--- config.mk ---
export PLATFORM = sky130hd
export DESIGN_NAME = stroke_point_jitter_filter_unit
export DESIGN_NICKNAME = d
export VERILOG_FILES = /design/src/hw/rtl/spjf_pkg.sv /design/src/hw/rtl/stroke_point_jitter_filter_unit.sv
export SDC_FILE = /design/constraint.sdc
export NUM_CORES = 1
export LEC_CHECK = 0
export ABC_AREA = 1
export BUFFER_PORTS_ARGS = -buffer_cell sky130_fd_sc_hd__buf_2
export CORE_MARGIN = 3
export CORE_UTILIZATION = 55
export CTS_CLUSTER_DIAMETER = 80
export DETAILED_ROUTE_END_ITERATION = 12
export PLACE_DENSITY = 0.73
export SLEW_MARGIN = 20
export SYNTH_ARGS = -nofsm -noshare
export SYNTH_HDL_FRONTEND = slang
export SYNTH_SLANG_ARGS = --single-unit
--- constraint.sdc ---
create_clock -name i_clk -period 7.39 [get_ports i_clk]
set_input_delay 1.478 -clock i_clk [delete_from_list [all_inputs] [get_ports i_clk]]
set_output_delay 1.478 -clock i_clk [all_outputs]
set_load 0.01 [all_outputs]
--- src/hw/rtl/spjf_pkg.sv ---
// types, constants and the short-range distance helper for the stroke point jitter filter
// no dependencies
package spjf_pkg;

    localparam int STROKE_MAX  = 128;
    localparam int COORD_BITS  = 12;
    localparam int LEN_W       = $clog2(STROKE_MAX + 1);
    localparam int DATA_W      = ((2 * COORD_BITS + 7) / 8) * 8;
    localparam int LIMIT_W     = 8;
    localparam int NEAR_BITS   = LIMIT_W / 2;
    localparam int SQ_W        = 2 * NEAR_BITS + 1;
    localparam int FAR_TAIL_SQ = 100;
    localparam int FIFO_DEPTH  = 8;
    localparam int PTR_W       = $clog2(FIFO_DEPTH);
    localparam int CNT_W       = $clog2(FIFO_DEPTH + 1);
    localparam int MAX_RES     = 3;

    typedef enum logic [1:0] {
        FUNC_PRESS   = 2'd0,
        FUNC_RELEASE = 2'd1,
        FUNC_MOVE    = 2'd2
    } t_func;

    typedef enum logic [1:0] {
        ACT_APPEND = 2'd0,
        ACT_REMOVE = 2'd1,
        ACT_START  = 2'd2
    } t_action;

    typedef enum logic {
        CFG_MOVE_LIMIT   = 1'b0,
        CFG_JITTER_LIMIT = 1'b1
    } t_cfg_index;

    typedef struct packed {
        t_action               action;
        logic [COORD_BITS-1:0] x;
        logic [COORD_BITS-1:0] y;
        logic                  last;
    } t_result;

    typedef struct packed {
        logic            far;
        logic [SQ_W-1:0] sq;
    } t_dist;

    // squared distance, exact only below the range any 8-bit limit can reach
    function automatic t_dist near_dist(
        input logic [COORD_BITS-1:0] ax,
        input logic [COORD_BITS-1:0] ay,
        input logic [COORD_BITS-1:0] bx,
        input logic [COORD_BITS-1:0] by
    );
        logic [COORD_BITS-1:0] dx;
        logic [COORD_BITS-1:0] dy;
        logic [SQ_W-1:0]       nx;
        logic [SQ_W-1:0]       ny;
        t_dist                 d;
        dx = (ax >= bx) ? (ax - bx) : (bx - ax);
        dy = (ay >= by) ? (ay - by) : (by - ay);
        nx = SQ_W'(dx[NEAR_BITS-1:0]);
        ny = SQ_W'(dy[NEAR_BITS-1:0]);
        d.far = (|dx[COORD_BITS-1:NEAR_BITS]) | (|dy[COORD_BITS-1:NEAR_BITS]);
        d.sq  = (nx * nx) + (ny * ny);
        return d;
    endfunction

endpackage

--- src/hw/rtl/stroke_point_jitter_filter_unit.sv ---
// stroke point jitter filter: pen events in, stroke list edits out
// depends on spjf_pkg
// an accepted beat goes through the input register, then its results into the result queue
// throughput: one input beat per cycle while results are taken; one result beat per cycle out
// while taken; several results per input hold the input side until two or fewer are queued
// reset: synchronous active low, clears pen state, limits to defaults and empties the queue
module stroke_point_jitter_filter_unit (
    input  logic                                  i_clk,
    input  logic                                  i_rst_n,
    input  logic                                  i_cfg_wr_en,
    input  logic                                  i_cfg_index,
    input  logic [spjf_pkg::LIMIT_W-1:0]          i_cfg_data,
    input  logic                                  i_s_tvalid,
    output logic                                  o_s_tready,
    input  logic [spjf_pkg::DATA_W-1:0]           i_s_tdata,   // pos_x, pos_y, zero pad
    input  logic [1:0]                            i_s_tuser,   // func
    output logic                                  o_m_tvalid,
    input  logic                                  i_m_tready,
    output logic [spjf_pkg::DATA_W-1:0]           o_m_tdata,   // out_x, out_y, zero pad
    output logic [1:0]                            o_m_tuser,   // action
    output logic                                  o_m_tlast    // final_res
);
    import spjf_pkg::*;

    logic [LIMIT_W-1:0]    r_move_limit;
    logic [LIMIT_W-1:0]    r_jitter_limit;

    logic                  r_in_valid;
    logic [1:0]            r_in_func;
    logic [COORD_BITS-1:0] r_in_x;
    logic [COORD_BITS-1:0] r_in_y;

    logic                  r_drawing,  n_drawing;
    logic [COORD_BITS-1:0] r_tail_x,   n_tail_x;
    logic [COORD_BITS-1:0] r_tail_y,   n_tail_y;
    logic [LEN_W-1:0]      r_len,      n_len;
    logic                  r_anc_vld,  n_anc_vld;
    logic [COORD_BITS-1:0] r_anc_x,    n_anc_x;
    logic [COORD_BITS-1:0] r_anc_y,    n_anc_y;
    logic                  r_pending,  n_pending;

    t_result               r_fifo [FIFO_DEPTH];
    logic [PTR_W-1:0]      r_wptr;
    logic [PTR_W-1:0]      r_rptr;
    logic [CNT_W-1:0]      r_count;

    t_result               res [MAX_RES];
    logic [1:0]            push_num;
    logic                  pop;
    t_dist                 d_tail;
    t_dist                 d_anc;
    logic                  tail_close;
    logic                  anc_close;
    logic                  suspect;
    logic                  do_remove;
    logic [LEN_W-1:0]      len_app;
    logic                  restart;
    t_result               head;
    logic                  s_acc;

    assign s_acc      = i_s_tvalid && o_s_tready;
    assign o_s_tready = (r_count <= CNT_W'(FIFO_DEPTH - 2 * MAX_RES));
    assign pop        = o_m_tvalid && i_m_tready;

    // config and input register
    always_ff @(posedge i_clk) begin
        if (!i_rst_n) begin
            r_move_limit   <= LIMIT_W'(5);
            r_jitter_limit <= LIMIT_W'(15);
            r_in_valid     <= 1'b0;
        end else begin
            if (i_cfg_wr_en) begin
                unique case (t_cfg_index'(i_cfg_index))
                    CFG_MOVE_LIMIT:   r_move_limit   <= i_cfg_data;
                    CFG_JITTER_LIMIT: r_jitter_limit <= i_cfg_data;
                    default: ;
                endcase
            end
            r_in_valid <= s_acc;
        end
    end

    always_ff @(posedge i_clk) begin
        if (s_acc) begin
            r_in_func <= i_s_tuser;
            r_in_x    <= i_s_tdata[COORD_BITS-1:0];
            r_in_y    <= i_s_tdata[2*COORD_BITS-1:COORD_BITS];
        end
    end

    // event evaluation
    always_comb begin
        d_tail     = near_dist(r_tail_x, r_tail_y, r_in_x, r_in_y);
        d_anc      = near_dist(r_anc_x, r_anc_y, r_in_x, r_in_y);
        tail_close = (r_len == '0) ? (LIMIT_W'(FAR_TAIL_SQ) < r_move_limit)
                                   : (!d_tail.far && (d_tail.sq < SQ_W'(r_move_limit)));
        anc_close  = r_anc_vld && !d_anc.far && (d_anc.sq <= SQ_W'(r_jitter_limit));
        suspect    = tail_close && anc_close;
        do_remove  = r_pending && (r_len != '0);
        len_app    = r_len - LEN_W'(do_remove) + LEN_W'(1);
        restart    = (len_app >= LEN_W'(STROKE_MAX));
    end

    always_comb begin
        n_drawing = r_drawing;
        n_tail_x  = r_tail_x;
        n_tail_y  = r_tail_y;
        n_len     = r_len;
        n_anc_vld = r_anc_vld;
        n_anc_x   = r_anc_x;
        n_anc_y   = r_anc_y;
        n_pending = r_pending;
        push_num  = 2'd0;
        for (int i = 0; i < MAX_RES; i++) begin
            res[i] = '{action: ACT_APPEND, x: r_in_x, y: r_in_y, last: 1'b0};
        end
        if (r_in_valid) begin
            unique case (r_in_func)
                FUNC_PRESS: begin
                    n_drawing = 1'b1;
                    n_tail_x  = r_in_x;
                    n_tail_y  = r_in_y;
                    n_len     = LEN_W'(2);
                    res[0]    = '{action: ACT_START, x: r_in_x, y: r_in_y, last: 1'b1};
                    push_num  = 2'd1;
                end
                FUNC_RELEASE: begin
                    n_drawing = 1'b0;
                    n_anc_vld = 1'b0;
                end
                FUNC_MOVE: begin
                    if (r_drawing) begin
                        n_tail_x  = r_in_x;
                        n_tail_y  = r_in_y;
                        n_pending = suspect && !restart;
                        n_len     = restart ? LEN_W'(2) : len_app;
                        if (!suspect) begin
                            n_anc_vld = 1'b1;
                            n_anc_x   = r_in_x;
                            n_anc_y   = r_in_y;
                        end
                        if (do_remove) begin
                            res[0]   = '{action: ACT_REMOVE, x: '0, y: '0, last: 1'b0};
                            push_num = 2'd1;
                        end
                        res[push_num] = '{action: ACT_APPEND, x: r_in_x, y: r_in_y,
                                          last: !restart};
                        push_num = push_num + 2'd1;
                        if (restart) begin
                            res[push_num] = '{action: ACT_START, x: r_in_x, y: r_in_y,
                                              last: 1'b1};
                            push_num = push_num + 2'd1;
                        end
                    end
                end
                default: ;
            endcase
        end
    end

    always_ff @(posedge i_clk) begin
        if (!i_rst_n) begin
            r_drawing <= 1'b0;
            r_tail_x  <= '0;
            r_tail_y  <= '0;
            r_len     <= '0;
            r_anc_vld <= 1'b0;
            r_anc_x   <= '0;
            r_anc_y   <= '0;
            r_pending <= 1'b0;
        end else begin
            r_drawing <= n_drawing;
            r_tail_x  <= n_tail_x;
            r_tail_y  <= n_tail_y;
            r_len     <= n_len;
            r_anc_vld <= n_anc_vld;
            r_anc_x   <= n_anc_x;
            r_anc_y   <= n_anc_y;
            r_pending <= n_pending;
        end
    end

    // result queue
    always_ff @(posedge i_clk) begin
        for (int i = 0; i < MAX_RES; i++) begin
            if (2'(i) < push_num) begin
                r_fifo[r_wptr + PTR_W'(i)] <= res[i];
            end
        end
    end

    always_ff @(posedge i_clk) begin
        if (!i_rst_n) begin
            r_wptr  <= '0;
            r_rptr  <= '0;
            r_count <= '0;
        end else begin
            r_wptr  <= r_wptr + PTR_W'(push_num);
            r_rptr  <= r_rptr + PTR_W'(pop);
            r_count <= r_count + CNT_W'(push_num) - CNT_W'(pop);
        end
    end

    assign head       = r_fifo[r_rptr];
    assign o_m_tvalid = (r_count != '0);
    assign o_m_tdata  = {{(DATA_W - 2 * COORD_BITS){1'b0}}, head.y, head.x};
    assign o_m_tuser  = head.action;
    assign o_m_tlast  = head.last;

    a_count_bound: assert property (@(posedge i_clk) disable iff (!i_rst_n)
        r_count <= CNT_W'(FIFO_DEPTH))
        else $error("result queue overflow");

    a_count_track: assert property (@(posedge i_clk) disable iff (!i_rst_n)
        r_in_valid && (r_count == '0) && !i_m_tready |=> r_count == CNT_W'($past(push_num)))
        else $error("result count does not follow pushes");

    a_move_emits: assert property (@(posedge i_clk) disable iff (!i_rst_n)
        r_in_valid && (r_in_func == FUNC_MOVE) && r_drawing |-> push_num != 2'd0)
        else $error("move while drawing gave no result");

    a_len_range: assert property (@(posedge i_clk) disable iff (!i_rst_n)
        r_drawing |-> (r_len >= LEN_W'(2)) && (r_len < LEN_W'(STROKE_MAX)))
        else $error("stroke length out of range while drawing");

    a_anchor_drawing: assert property (@(posedge i_clk) disable iff (!i_rst_n)
        r_anc_vld |-> r_drawing)
        else $error("anchor valid while pen is up");

endmodule

* Yosys cells after proc, flatten, opt, wreduce, memory -nomap -nowiden
Memory sizes are Yosys's and may differ from the RTL's. A register that Yosys moved wholly into a read port is not among the register bits.
Cells that the tools add are included.
** Word-level totals
- Input bits :: 40
- Memory bits (writable) :: 216
- Memories kept :: 1
- Register bits :: 112
** Cells by class
- Multipliers :: 4
- Add/subtract/negate cells :: 20
- Order comparisons :: 16
- Reductions and logical operators :: 31
- Multiplexer cells :: 46
- Bitwise operators :: 6
- Equality and inequality tests :: 4
** Memory list
- r_fifo :: words 8, bits a word 27, read ports 1, clocked after memory_dff 1, wr ports 3, line stroke_point_jitter_filter_unit.sv:42 : t_result r_fifo [FIFO_DEPTH];
** Operator list (number)
- $mux 81 :: 3
- $bwmux 81 :: 2
- $mux 27 :: 5
- $demux 27 s2 :: 2
- $sub 12x12->12 :: 8
- $mux 12 :: 6
- $mux 54 :: 1
- $pmux 27 s2 :: 1
- $ge 12x12->1 :: 4
- $pmux 12 s2 :: 2
- $mul 4x4->8 :: 4
- $reduce_or 8->1 :: 4
- $mux 26 :: 1
- $add 8x8->9 :: 2
- $mux 8 :: 2
- $pmux 8 s2 :: 1
- $mux 2 :: 6
- $logic_and 1x1->1 :: 10
- $mux 1 :: 10
- $le 9x8->1 :: 1
- $lt 9x8->1 :: 1
- $add 8x1->8 const B :: 1
- $ge 8x8->1 const B :: 1
- $logic_not 8->1 :: 1
- 31 further kinds :: 48

* Depth between registers and ports, before layout
Gate-level depths: netlist of run 1.
- Depth in word-level cells :: 17
- Mapped depth :: 49
- Gate-level depth less buffers :: 46

* Worst setup path before layout of run 1
OpenSTA, ideal clock, no wires.
- Path type :: register -> register
- From :: register r_in_x[1]
- To :: register r_anc_x[11]
- Arrival time :: 7.027 ns
- Path buffers :: 2
- Slack :: 0.243 ns
- Cell stages (with the launch flop) :: 40
- Setup time :: 0.120 ns
- Cells stage by stage :: edfxtp_1 > clkbuf_1 > inv_1 > fa_1 > nand3_1 > nand3_1 > nand2_2 > nand3_4 > buf_12 > o21ai_0 > xnor2_1 > inv_1 > nor2_1 > inv_1 > fa_1 > fa_1 > fa_1 > inv_1 > [4 not listed] > nand2_1 > xor2_1 > ha_1 > nand3_1 > nor2_1 > nand4_1 > nand2_1 > nand4_1 > nor2_1 > nand2_1 > nor2_1 > nand3_1 > nor2_2 > nand2_2 > nand2_4 > inv_1 > o21ai_0 > a21oi_1
** On the way
- Word-level cells in the longest chain between the ends :: 10
- Elaborated cells on any way between the ends :: 27
** RTL lines
- from (decl) :: line stroke_point_jitter_filter_unit.sv:30 : logic [COORD_BITS-1:0] r_in_x;
- from (signal assigned) :: line stroke_point_jitter_filter_unit.sv:86 : r_in_x <= i_s_tdata[COORD_BITS-1:0];
- $sub 12x12->12 / $ge 12x12->1 (equally long branches) :: line spjf_pkg.sv:59 : dx = (ax >= bx) ? (ax - bx) : (bx - ax);
- $mux 12 :: line spjf_pkg.sv:59
- $mul 4x4->8 / $reduce_or 8->1 (equally long branches) :: line spjf_pkg.sv:64, spjf_pkg.sv:63
- $add 8x8->9 / $or 1x1->1 (equally long branches) :: line spjf_pkg.sv:64, spjf_pkg.sv:63
- $lt 9x8->1, or another cell as far along :: line stroke_point_jitter_filter_unit.sv:96 : : (!d_tail.far && (d_tail.sq < SQ_W'(r_move_limit)));
- $logic_and 1x1->1 (on tied branches) :: line stroke_point_jitter_filter_unit.sv:96, stroke_point_jitter_filter_unit.sv:97
- $mux 1 / $logic_and 1x1->1 (equally long branches) :: line stroke_point_jitter_filter_unit.sv:95, stroke_point_jitter_filter_unit.sv:97
- $logic_and 1x1->1 (*) :: line stroke_point_jitter_filter_unit.sv:98 : suspect = tail_close && anc_close;
- $not 1->1 (no line) (*)
- $reduce_and 4->1 (no line) (*)
- to (signal assigned) :: line stroke_point_jitter_filter_unit.sv:177 : r_anc_x <= n_anc_x;
- to (decl) :: line stroke_point_jitter_filter_unit.sv:38 : logic [COORD_BITS-1:0] r_anc_x, n_anc_x;
Mark *: on every way between the ends. The rest lies on a longest branch, timed or not.
A chain may end at the register's enable or synchronous reset.

* Worst setup path after layout of run 1
- From :: register r_in_x[0]
- To :: register r_anc_x[0]
** On the way
- Word-level cells in the longest chain between the ends :: 10
- Elaborated cells on any way between the ends :: 27
** RTL lines (line)
- $sub 12x12->12 / $ge 12x12->1 (equally long branches) :: spjf_pkg.sv:59
- $mux 12 :: spjf_pkg.sv:59
- $mul 4x4->8 / $reduce_or 8->1 (equally long branches) :: spjf_pkg.sv:64, spjf_pkg.sv:63
- $add 8x8->9 / $or 1x1->1 (equally long branches) :: spjf_pkg.sv:64, spjf_pkg.sv:63
- $lt 9x8->1, or another cell as far along :: stroke_point_jitter_filter_unit.sv:96
- $logic_and 1x1->1 (on tied branches) :: stroke_point_jitter_filter_unit.sv:96, stroke_point_jitter_filter_unit.sv:97
- $mux 1 / $logic_and 1x1->1 (equally long branches) :: stroke_point_jitter_filter_unit.sv:95, stroke_point_jitter_filter_unit.sv:97
- $logic_and 1x1->1 :: stroke_point_jitter_filter_unit.sv:98
- $not 1->1 (no line)
- $reduce_and 4->1 (no line)
Parallel ways exist; a longest one is shown, timed or not.

==> out/qor.txt, run 1 <==
Drt wl/cell: 16.83 um
Setup CP Type: flop to flop
Via count: 19459
Core area: 40100 um^2
Final Hold Viols: 0
Antenna Cells: 0
Cell Count, Final, Fillers Out: 3619
Design area: 25470 um^2
Global-route wire length before repair: 95.90 mm
PwrDens: 378.6 nW/um^2
Mapped Nets: 3203
Top post-synthesis cells by area: edfxtp_1, nand2_1, inv_1
Synth Instances: 2961
Area Growth Syn to Fin: 12.88%
Mean area per synthesized cell: 7.621 um^2
IO Port Bufs: 68
Slew Limit Fails: 0
Syn. warnings: 0
Post-synthesis cell area: 22570 um^2
Hold crit path type: flop to flop
Clock skew: 0.02124 ns
Critical path startpoint category: flop
DRT Pass-1 Iters: 5
Die width: 208.6 um
ANT nets after route: 0
Remaining DRCs: 0
Vias per cell: 5.377
CP arrival: 7.45 ns
Pre-CTS setup slack: 0.02271 ns
Antenna violations before repair: 0
Share of the synthesized area in the top cell type: 32.20%
Number of global-route vias before repair: 18764
Top Ports: 69
Slew @ Worst Pin: 1.074 ns
P_leak: 12.56 nW
Final Critical Period: 7.007 ns
Worst-path clk slew: 0.06 ns
CTS root buffer: clkbuf_16
Filler instances: 3518
Gpl congestion: 0.9518
Final #Nets: 3306
Die area: 43500 um^2
Placed insts: 3516
Slowest CP cell: fa_1
Fmax: 0.1427 GHz
WP data required: 7.83 ns
GR Util All Layers: 27.09%
Final setup fails: 0
CTS tree: built
Period utilization: 94.82%
Largest net degree at the start of global routing: 109
Worst-case vdd ir drop: 1049 uV
Clock Latency Late Sink: 0.56 ns
Max Root-Sink Buffers: 3
CTS sink cnt: 328
Post-synth EDFFs: 242
Seq/Total Area, Yosys: 39.83%
HPWL Detailed: 41.70 mm
Footprint of the multi-input gates: 11030 um^2
Core Util, Final: 63.52%
Post-route worst setup slack: 0.3827 ns
1st-iter DRT viols: 1593
Critical path's most frequent cell: inv_1
Synth Register Bits: 328
Die boundary height: 208.6 um
FF+latch area: 8994 um^2
Initial cell density of the core: 56.28%
Total CTS buffers: 38
Async SR Flop Fraction: 0%
Status: finished clean
Max_slew headroom: 28.29%
CP max stage delay: 0.53 ns
Row count: 73
Crit Path Max Fanout: 8
Crit. End Element: flop
Layout cell share with drive strength beyond 1: 13.09%
Number of max-cap violations: 0
WL final: 60.92 mm
Synth Flop Type: edfxtp_1
Post-synth cell types: 55
Most common library cells after synthesis: nand2_1, inv_1, nor2_1
Most frequent cell after synthesis: nand2_1
Global route overflow: 0
H-tree lvl count: 2
Post-DP Area: 23610 um^2
Area leader, netlist: edfxtp_1
==> final cells by class <==
cell class / instances / area share (%)
Multi-Input combinational cell: 1913 / 43.29
Sequential cell: 328 / 35.31
Inverter: 604 / 8.906
Timing Repair Buffer: 179 / 5.089
Clock buffer: 47 / 3.866
Tap cell: 525 / 2.579
Clock inverter: 23 / 0.9579
==> per-layer routing <==
metal / track usage, % / share of wire [%] / up-vias / routed length [um]
li1: - / - / 9545 / -
met1: 35.43 / 41 / 9124 / 25260
met2: 46.82 / 48 / 689 / 29530
met3: 4.041 / 7.2 / 101 / 4392
met4: 8.060 / 2.9 / 0 / 1738
met5: 0 / 0 / - / 0
==> metrics by stage <==
stage                     setup TNS (ns)  hold slack [ns]  power, mW
after floorplan                        0           0.4279      6.019
after global placement                 0           0.4512      7.200
after detailed placement               0           0.4469      7.350
after CTS                              0           0.4542      9.272
after global routing             -0.9158           0.4852      10.63
final                                  0           0.4535      9.643
==> registers in the layout (all words and copies together) (netlist names), 12 cells and up <==
register,cells
r_fifo,216
r_anc_x,12
r_anc_y,12
r_in_x,12
r_in_y,12
r_tail_x,12
r_tail_y,12
==> cells in the final DEF (no fill, tap or decap), types with 24 or more instances in the layout <==
cell type / Yosys / final
nand2_1: 695 / 689
inv_1: 572 / 561
nor2_1: 321 / 314
edfxtp_1: 242 / 242
o21ai_0: 190 / 184
ha_1: 170 / 157
a21oi_1: 120 / 119
buf_4: 4 / 97
dfxtp_1: 86 / 84
nand3_1: 88 / 83
buf_2: 23 / 68
clkbuf_16: 0 / 40
inv_2: 26 / 38
nand4_1: 29 / 29
o22ai_1: 27 / 27
a31oi_1: 28 / 27
xor2_1: 26 / 24
==> path summary, 6_finish.rpt <==
kind / start / end / slack, ns / depth (start not counted)
worst min register to register: r_len[7] / r_len[7] / 0.45 / 2
worst min-delay path: r_len[7] / r_len[7] / 0.45 / 2
worst max register to register: r_in_x[0] / r_anc_x[0] / 0.38 / 38
worst max-delay path: r_in_x[0] / r_anc_x[0] / 0.38 / 38
==> power breakdown <==
| group | leakage (nW) | internal, mW | total [mW] | switching, mW |
|---|---|---|---|---|
| Clock | 0.595 | 1.10 | 1.88 | 0.779 |
| Combinational | 9.07 | 2.22 | 5.55 | 3.33 |
| Sequential | 2.89 | 2.13 | 2.22 | 0.0853 |
==> cell families after synthesis <==
| logic type | synth area share [%] |
|---|---|
| multiplexers | 0.1774 |
| adder cells (fa/ha/maj) | 12.27 |
| flip-flops | 39.83 |
| buffers and inverters | 12.55 |
| AO/OA/AOI/OAI | 11.44 |
| AND/OR/NAND/NOR | 22.46 |
| XOR/XNOR | 1.281 |
==> critical path, delay by kind of cell, from the launching register on <==
family	cells	cell delay, ns
multiplexers	1	0.21
AO/OA/AOI/OAI	2	0.21
AND/OR/NAND/NOR	14	1.39
flip-flops	1	0.43
buffers and inverters	10	0.83
adder cells (fa/ha/maj)	9	3.29
XOR/XNOR	2	0.49
==> what timing repair did <==
item                                   in CTS  in global routing
resized for setup                           1                 89
pin swaps                                   0                 43
setup buffers                               0                 30
cloned                                      0                  3
endpoints found under the hold margin       0                  0
setup endpoints to repair                  10                 26
hold buffers                                0                  0
(Power assumes the default switching activity.)
==> run 2, diff against run 1 <==
--- a/config.mk
+++ b/config.mk
@@ -8,10 +8,10 @@
 export ABC_AREA = 1
 export BUFFER_PORTS_ARGS = -buffer_cell sky130_fd_sc_hd__buf_2
 export CORE_MARGIN = 3
-export CORE_UTILIZATION = 55
+export CORE_UTILIZATION = 45
 export CTS_CLUSTER_DIAMETER = 80
 export DETAILED_ROUTE_END_ITERATION = 12
-export PLACE_DENSITY = 0.73
+export PLACE_DENSITY = 0.61
 export SLEW_MARGIN = 20
 export SYNTH_ARGS = -nofsm -noshare
 export SYNTH_HDL_FRONTEND = slang
==> run 2 against run 1 <==
Non-clock buffer count increased by 1. Via count decreased by 2.6%. Sequential share of layout area decreased by 0.37 points. Critical path depth increased by 3. First-iteration DRC count decreased by 14%. Final cell count increased by 3.9%.
==> out/qor.txt, run 2 (synthesized netlist as in run 1, its figures left out) <==
Worst-path clk slew: 0.06 ns
Hold crit path type: flop to flop
Slowest CP cell: fa_1
WP data required: 7.89 ns
Clock skew: 0.02539 ns
Via count: 18960
Max_slew headroom: 25.01%
WL met2: 29.88 mm
Total CTS buffers: 39
Met3 wire len: 3.190 mm
Global-route wire length before repair: 98.24 mm
H-tree lvl count: 2
Core Util, Final: 52.26%
Top sig layer: met4
Final setup fails: 0
Number of max-cap violations: 0
Clock Power Share: 20.4%
Max Root-Sink Buffers: 3
Layout cell share with drive strength beyond 1: 13.34%
Switch Pwr: 4.278 mW
Crit. End Element: flop
Most flops, register: r_fifo
Row count: 81
Placed insts: 3660
FF+latch area: 8994 um^2
Switch share: 43.54%
Drt wl/cell: 16.64 um
Comb power frac: 57.1%
CP max stage delay: 0.55 ns
CTS sink cnt: 328
Final #Nets: 3308
HPWL Detailed: 43.38 mm
Most common cell after layout, fill and taps aside: nand2_1
1st-iter DRT viols: 1367
Vias per cell: 5.044
Total power: 9.824 mW
Worst-case vdd ir drop: 896.1 uV
Setup CP Type: flop to flop
Final Hold Viols: 0
Initial cell density of the core: 45.81%
Internal Power: 5.546 mW
IO Port Bufs: 68
Crit Path Max Fanout: 7
Antenna Cells: 0
Critical path startpoint category: flop
Status: finished clean
CTS tree: built
PwrDens: 381.7 nW/um^2
ANT nets after route: 0
Die area: 52870 um^2
Max reg flops: 216
Top Ports: 69
Buf+Inv Stages, Crit Path: 7
Global route overflow: 0
Slew @ Worst Pin: 1.124 ns
CP arrival: 7.57 ns
Crit path max-delay family: adder cells
Cell Count, Final, Fillers Out: 3759
Slew Limit Fails: 0
Critical path's most frequent cell: fa_2
P_leak: 12.62 nW
Area Growth Syn to Fin: 14.06%
Final Critical Period: 7.072 ns
Die boundary height: 229.9 um
Remaining DRCs: 0
Footprint of the multi-input gates: 11050 um^2
Core area: 49250 um^2
Fmax: 0.1414 GHz
Seq pwr share: 22.5%
Most frequent cells in the layout: nand2_1, inv_1, nor2_1
DRT Pass-1 Iters: 7
CTS root buffer: clkbuf_16
Gpl congestion: 0.9708
GR Util All Layers: 23.15%
Minimum hold slack: 0.4638 ns
Die width: 229.9 um
Design area: 25740 um^2
Largest net degree at the start of global routing: 75
WL final: 62.55 mm
Number of global-route vias before repair: 18535
Antenna violations before repair: 1
Period utilization: 95.70%
Filler instances: 4742
CTS Hold Buffers Added: 0
M1 WL: 27.68 mm
Clock Latency Late Sink: 0.57 ns
Post-DP Area: 23850 um^2
==> run 2: cell count changes in the layout (fill, tap and decap cells not counted), sizes merged <==
cell / before / now
bufinv: 4 / 5
clkinv: 20 / 16
clkinvlp: 2 / 0
inv: 601 / 604
clkbuf: 49 / 51
buf: 177 / 178
==> run 2: final timing paths <==
kind	start	to	slack, ns	cells after the start
worst max-delay path	r_in_x[0]	r_anc_x[5]	0.32	41
worst max register to register	r_in_x[0]	r_anc_x[5]	0.32	41
worst min register to register	r_len[6]	r_len[6]	0.46	2
worst min-delay path	r_len[6]	r_len[6]	0.46	2
==> run 2: cell type report <==
type                            instances  share of cell area [%]
Inverter                              604                   8.833
Timing Repair Buffer                  180                   4.958
Tap cell                              664                   3.228
Multi-Input combinational cell       1913                   42.94
Sequential cell                       328                   34.94
Clock buffer                           49                   4.015
Clock inverter                         21                   1.079
==> run 2: timing repair <==
item | CTS | global route
resized for setup | 3 | 86
pin swaps | 0 | 40
gates cloned | 0 | 3
hold endpoints to repair | 0 | 0
setup endpoints to repair | 14 | 26
setup buffers | 0 | 26
==> run 2: power groups by stage <==
| stage | sequential (mW) | clock (mW) | combinational (mW) |
|---|---|---|---|
| after floorplan | 2.22 | 0 | 3.80 |
| after global placement | 2.25 | 0 | 5.06 |
| after detailed placement | 2.25 | 0 | 5.20 |
| after CTS | 2.21 | 2.04 | 5.25 |
| after global routing | 2.22 | 2.11 | 6.48 |
| final | 2.21 | 2.01 | 5.61 |
==> run 2: metrics by stage <==
| step | setup WS, ns | setup TNS [ns] |
|---|---|---|
| final | 0.3178 | 0 |
| after floorplan | 0.2434 | 0 |
| after CTS | 0.01659 | 0 |
| after detailed placement | -0.02655 | -0.03343 |
| after global placement | 0.1593 | 0 |
| after global routing | -0.1226 | -2.263 |
==> run 2: routing by layer <==
metal,GRT usage [%],up-vias
li1,-,9554
met1,30.59,8854
met2,39.88,465
met3,2.763,87
met4,6.976,0
met5,0,-
==> run 2: worst register-to-register path: cells and delay by family (launching register included) <==
kind / cells / cell delay [ns]
DFF: 1 / 0.38
and+or+nand+nor: 21 / 2.08
AOI/OAI and AO/OA: 2 / 0.18
adders and majority gates: 9 / 3.40
xor gates and xnor gates: 2 / 0.28
buffers and inverters: 7 / 0.69
==> run 3, diff against run 2 <==
--- a/config.mk
+++ b/config.mk
@@ -6,12 +6,12 @@
 export NUM_CORES = 1
 export LEC_CHECK = 0
 export ABC_AREA = 1
-export BUFFER_PORTS_ARGS = -buffer_cell sky130_fd_sc_hd__buf_2
+export BUFFER_PORTS_ARGS = -buffer_cell sky130_fd_sc_hd__clkbuf_2
 export CORE_MARGIN = 3
-export CORE_UTILIZATION = 45
+export CORE_UTILIZATION = 44
 export CTS_CLUSTER_DIAMETER = 80
 export DETAILED_ROUTE_END_ITERATION = 12
-export PLACE_DENSITY = 0.61
+export PLACE_DENSITY = 0.6
 export SLEW_MARGIN = 20
 export SYNTH_ARGS = -nofsm -noshare
 export SYNTH_HDL_FRONTEND = slang
==> run 3 against run 2 <==
Worst hold slack worse by 0.011 ns. Utilization decreased by 1.4 points. Worst setup slack got worse by 0.026 ns. Sequential cell count did not move. Die area up 2.2%. Wire length is essentially flat. Clock power shrank 8%. Fmax decreased by 0.36%. Via count grew 0.41%. Global-route usage fell by 0.49 points. Critical endpoint is now r_anc_x[3].
==> out/qor.txt, run 3 (synthesized netlist as in run 1, its figures left out) <==
Max_slew headroom: 25.87%
Vias per cell: 5.059
CTS root buffer: clkbuf_16
Area Growth Syn to Fin: 13.57%
Hold crit path type: flop to flop
Final setup fails: 0
Most flops, register: r_fifo
PwrDens: 373.4 nW/um^2
Core area: 50380 um^2
Buf+Inv Stages, Crit Path: 6
Crit. End Element: flop
CP max stage delay: 0.56 ns
Slew Limit Fails: 0
Antenna Cells: 0
Pre-CTS setup slack: 0.04544 ns
CTS sink cnt: 328
HPWL Detailed: 43.10 mm
Cell Count, Final, Fillers Out: 3763
RSZ-0062 raised after global routing: true
Drt wl/cell: 16.62 um
Antenna violations before repair: 0
Reg2Reg Launch Point: r_in_x[0]
Layout cell share with drive strength beyond 1: 12.94%
Number of max-cap violations: 0
Minimum hold slack: 0.4527 ns
Die area: 54040 um^2
Row count: 82
Max Root-Sink Buffers: 3
Status: finished clean
Clock Latency Late Sink: 0.56 ns
Most common cell after layout, fill and taps aside: nand2_1
Total CTS buffers: 39
Crit Path Max Fanout: 8
Worst-case vdd ir drop: 785.6 uV
Final Critical Period: 7.098 ns
WP data required: 7.83 ns
P_leak: 12.58 nW
Slowest CP cell: fa_2
Max reg flops: 216
Worst-path clk slew: 0.06 ns
H-tree lvl count: 2
IO Port Bufs: 68
1st-iter DRT viols: 1303
Global-route wire length before repair: 97.50 mm
WL final: 62.53 mm
Top Ports: 69
Critical path's most frequent cell: fa_2
Post-route worst setup slack: 0.2922 ns
DRT Pass-1 Iters: 6
Remaining DRCs: 0
Final #Nets: 3302
Slew @ Worst Pin: 1.111 ns
CP arrival: 7.54 ns
CP startpoint: r_in_x[0]
Initial cell density of the core: 44.79%
Crit path max-delay family: adder cells
ANT nets after route: 0
CTS tree: built
Post-DP Area: 23820 um^2
Critical path startpoint category: flop
Core Util, Final: 50.87%
Setup CP Type: flop to flop
Period utilization: 96.05%
Design area: 25630 um^2
Gpl congestion: 0.9730
Number of global-route vias before repair: 18243
Die boundary height: 232.5 um
Clock skew: 0.02023 ns
Via count: 19037
Fmax: 0.1409 GHz
Largest net degree at the start of global routing: 73
GR Util All Layers: 22.65%
Final Hold Viols: 0
Placed insts: 3665
Global route overflow: 0
Min-delay src: r_len[7]
Die width: 232.5 um
Most frequent cells in the layout: nand2_1, inv_1, nor2_1
==> run 3: worst paths after layout <==
check | endpoint | slack (ns) | cells past startpoint
worst max register to register | r_anc_x[3] | 0.29 | 39
worst min register to register | r_len[7] | 0.45 | 2
worst min-delay path | r_len[7] | 0.45 | 2
worst max-delay path | r_anc_x[3] | 0.29 | 39
==> run 3: timing repair <==
item / CTS / global route
hold buffers: 0 / 0
endpoints found under the setup margin: 4 / 26
cloned: 1 / 4
gates resized for setup: 1 / 81
pin swaps: 0 / 34
buffers inserted: 0 / 21
==> run 3: per-layer routing <==
metal,global-route usage [%],up-vias,wire [um]
met3,2.644,100,3106
met5,0,-,0
met4,5.812,0,1939
met2,39.65,499,29960
met1,29.79,8888,27520
li1,-,9550,-
==> run 3: final cells by class <==
cell class,instances,area [um^2]
Clock buffer,52,1055
Inverter,604,2271
Clock inverter,20,147.6
Multi-Input combinational cell,1913,11040
Tap cell,672,840.8
Fill cell,4825,24750
Timing Repair Buffer,174,1277
Sequential cell,328,8995
==> run 3: power by group <==
group | switching [mW] | internal (mW)
Clock | 0.791 | 1.05
Sequential | 0.0818 | 2.14
Combinational | 3.31 | 2.20
==> run 3: metrics by stage <==
step / TNS (ns) / total power [mW]
3_3_place_gp: 0 / 7.272
3_5_place_dp: 0 / 7.419
2_1_floorplan: 0 / 6.019
6_report: 0 / 9.570
4_1_cts: -0.0001430 / 9.293
5_1_grt: -1.832 / 10.58
==> run 3: worst min-delay path: cells and delay by family, from the launching register on <==
kind	cells	cell delay (ns)
DFF	1	0.29
and+or+nand+nor	1	0.05
buffers and inverters	1	0.06
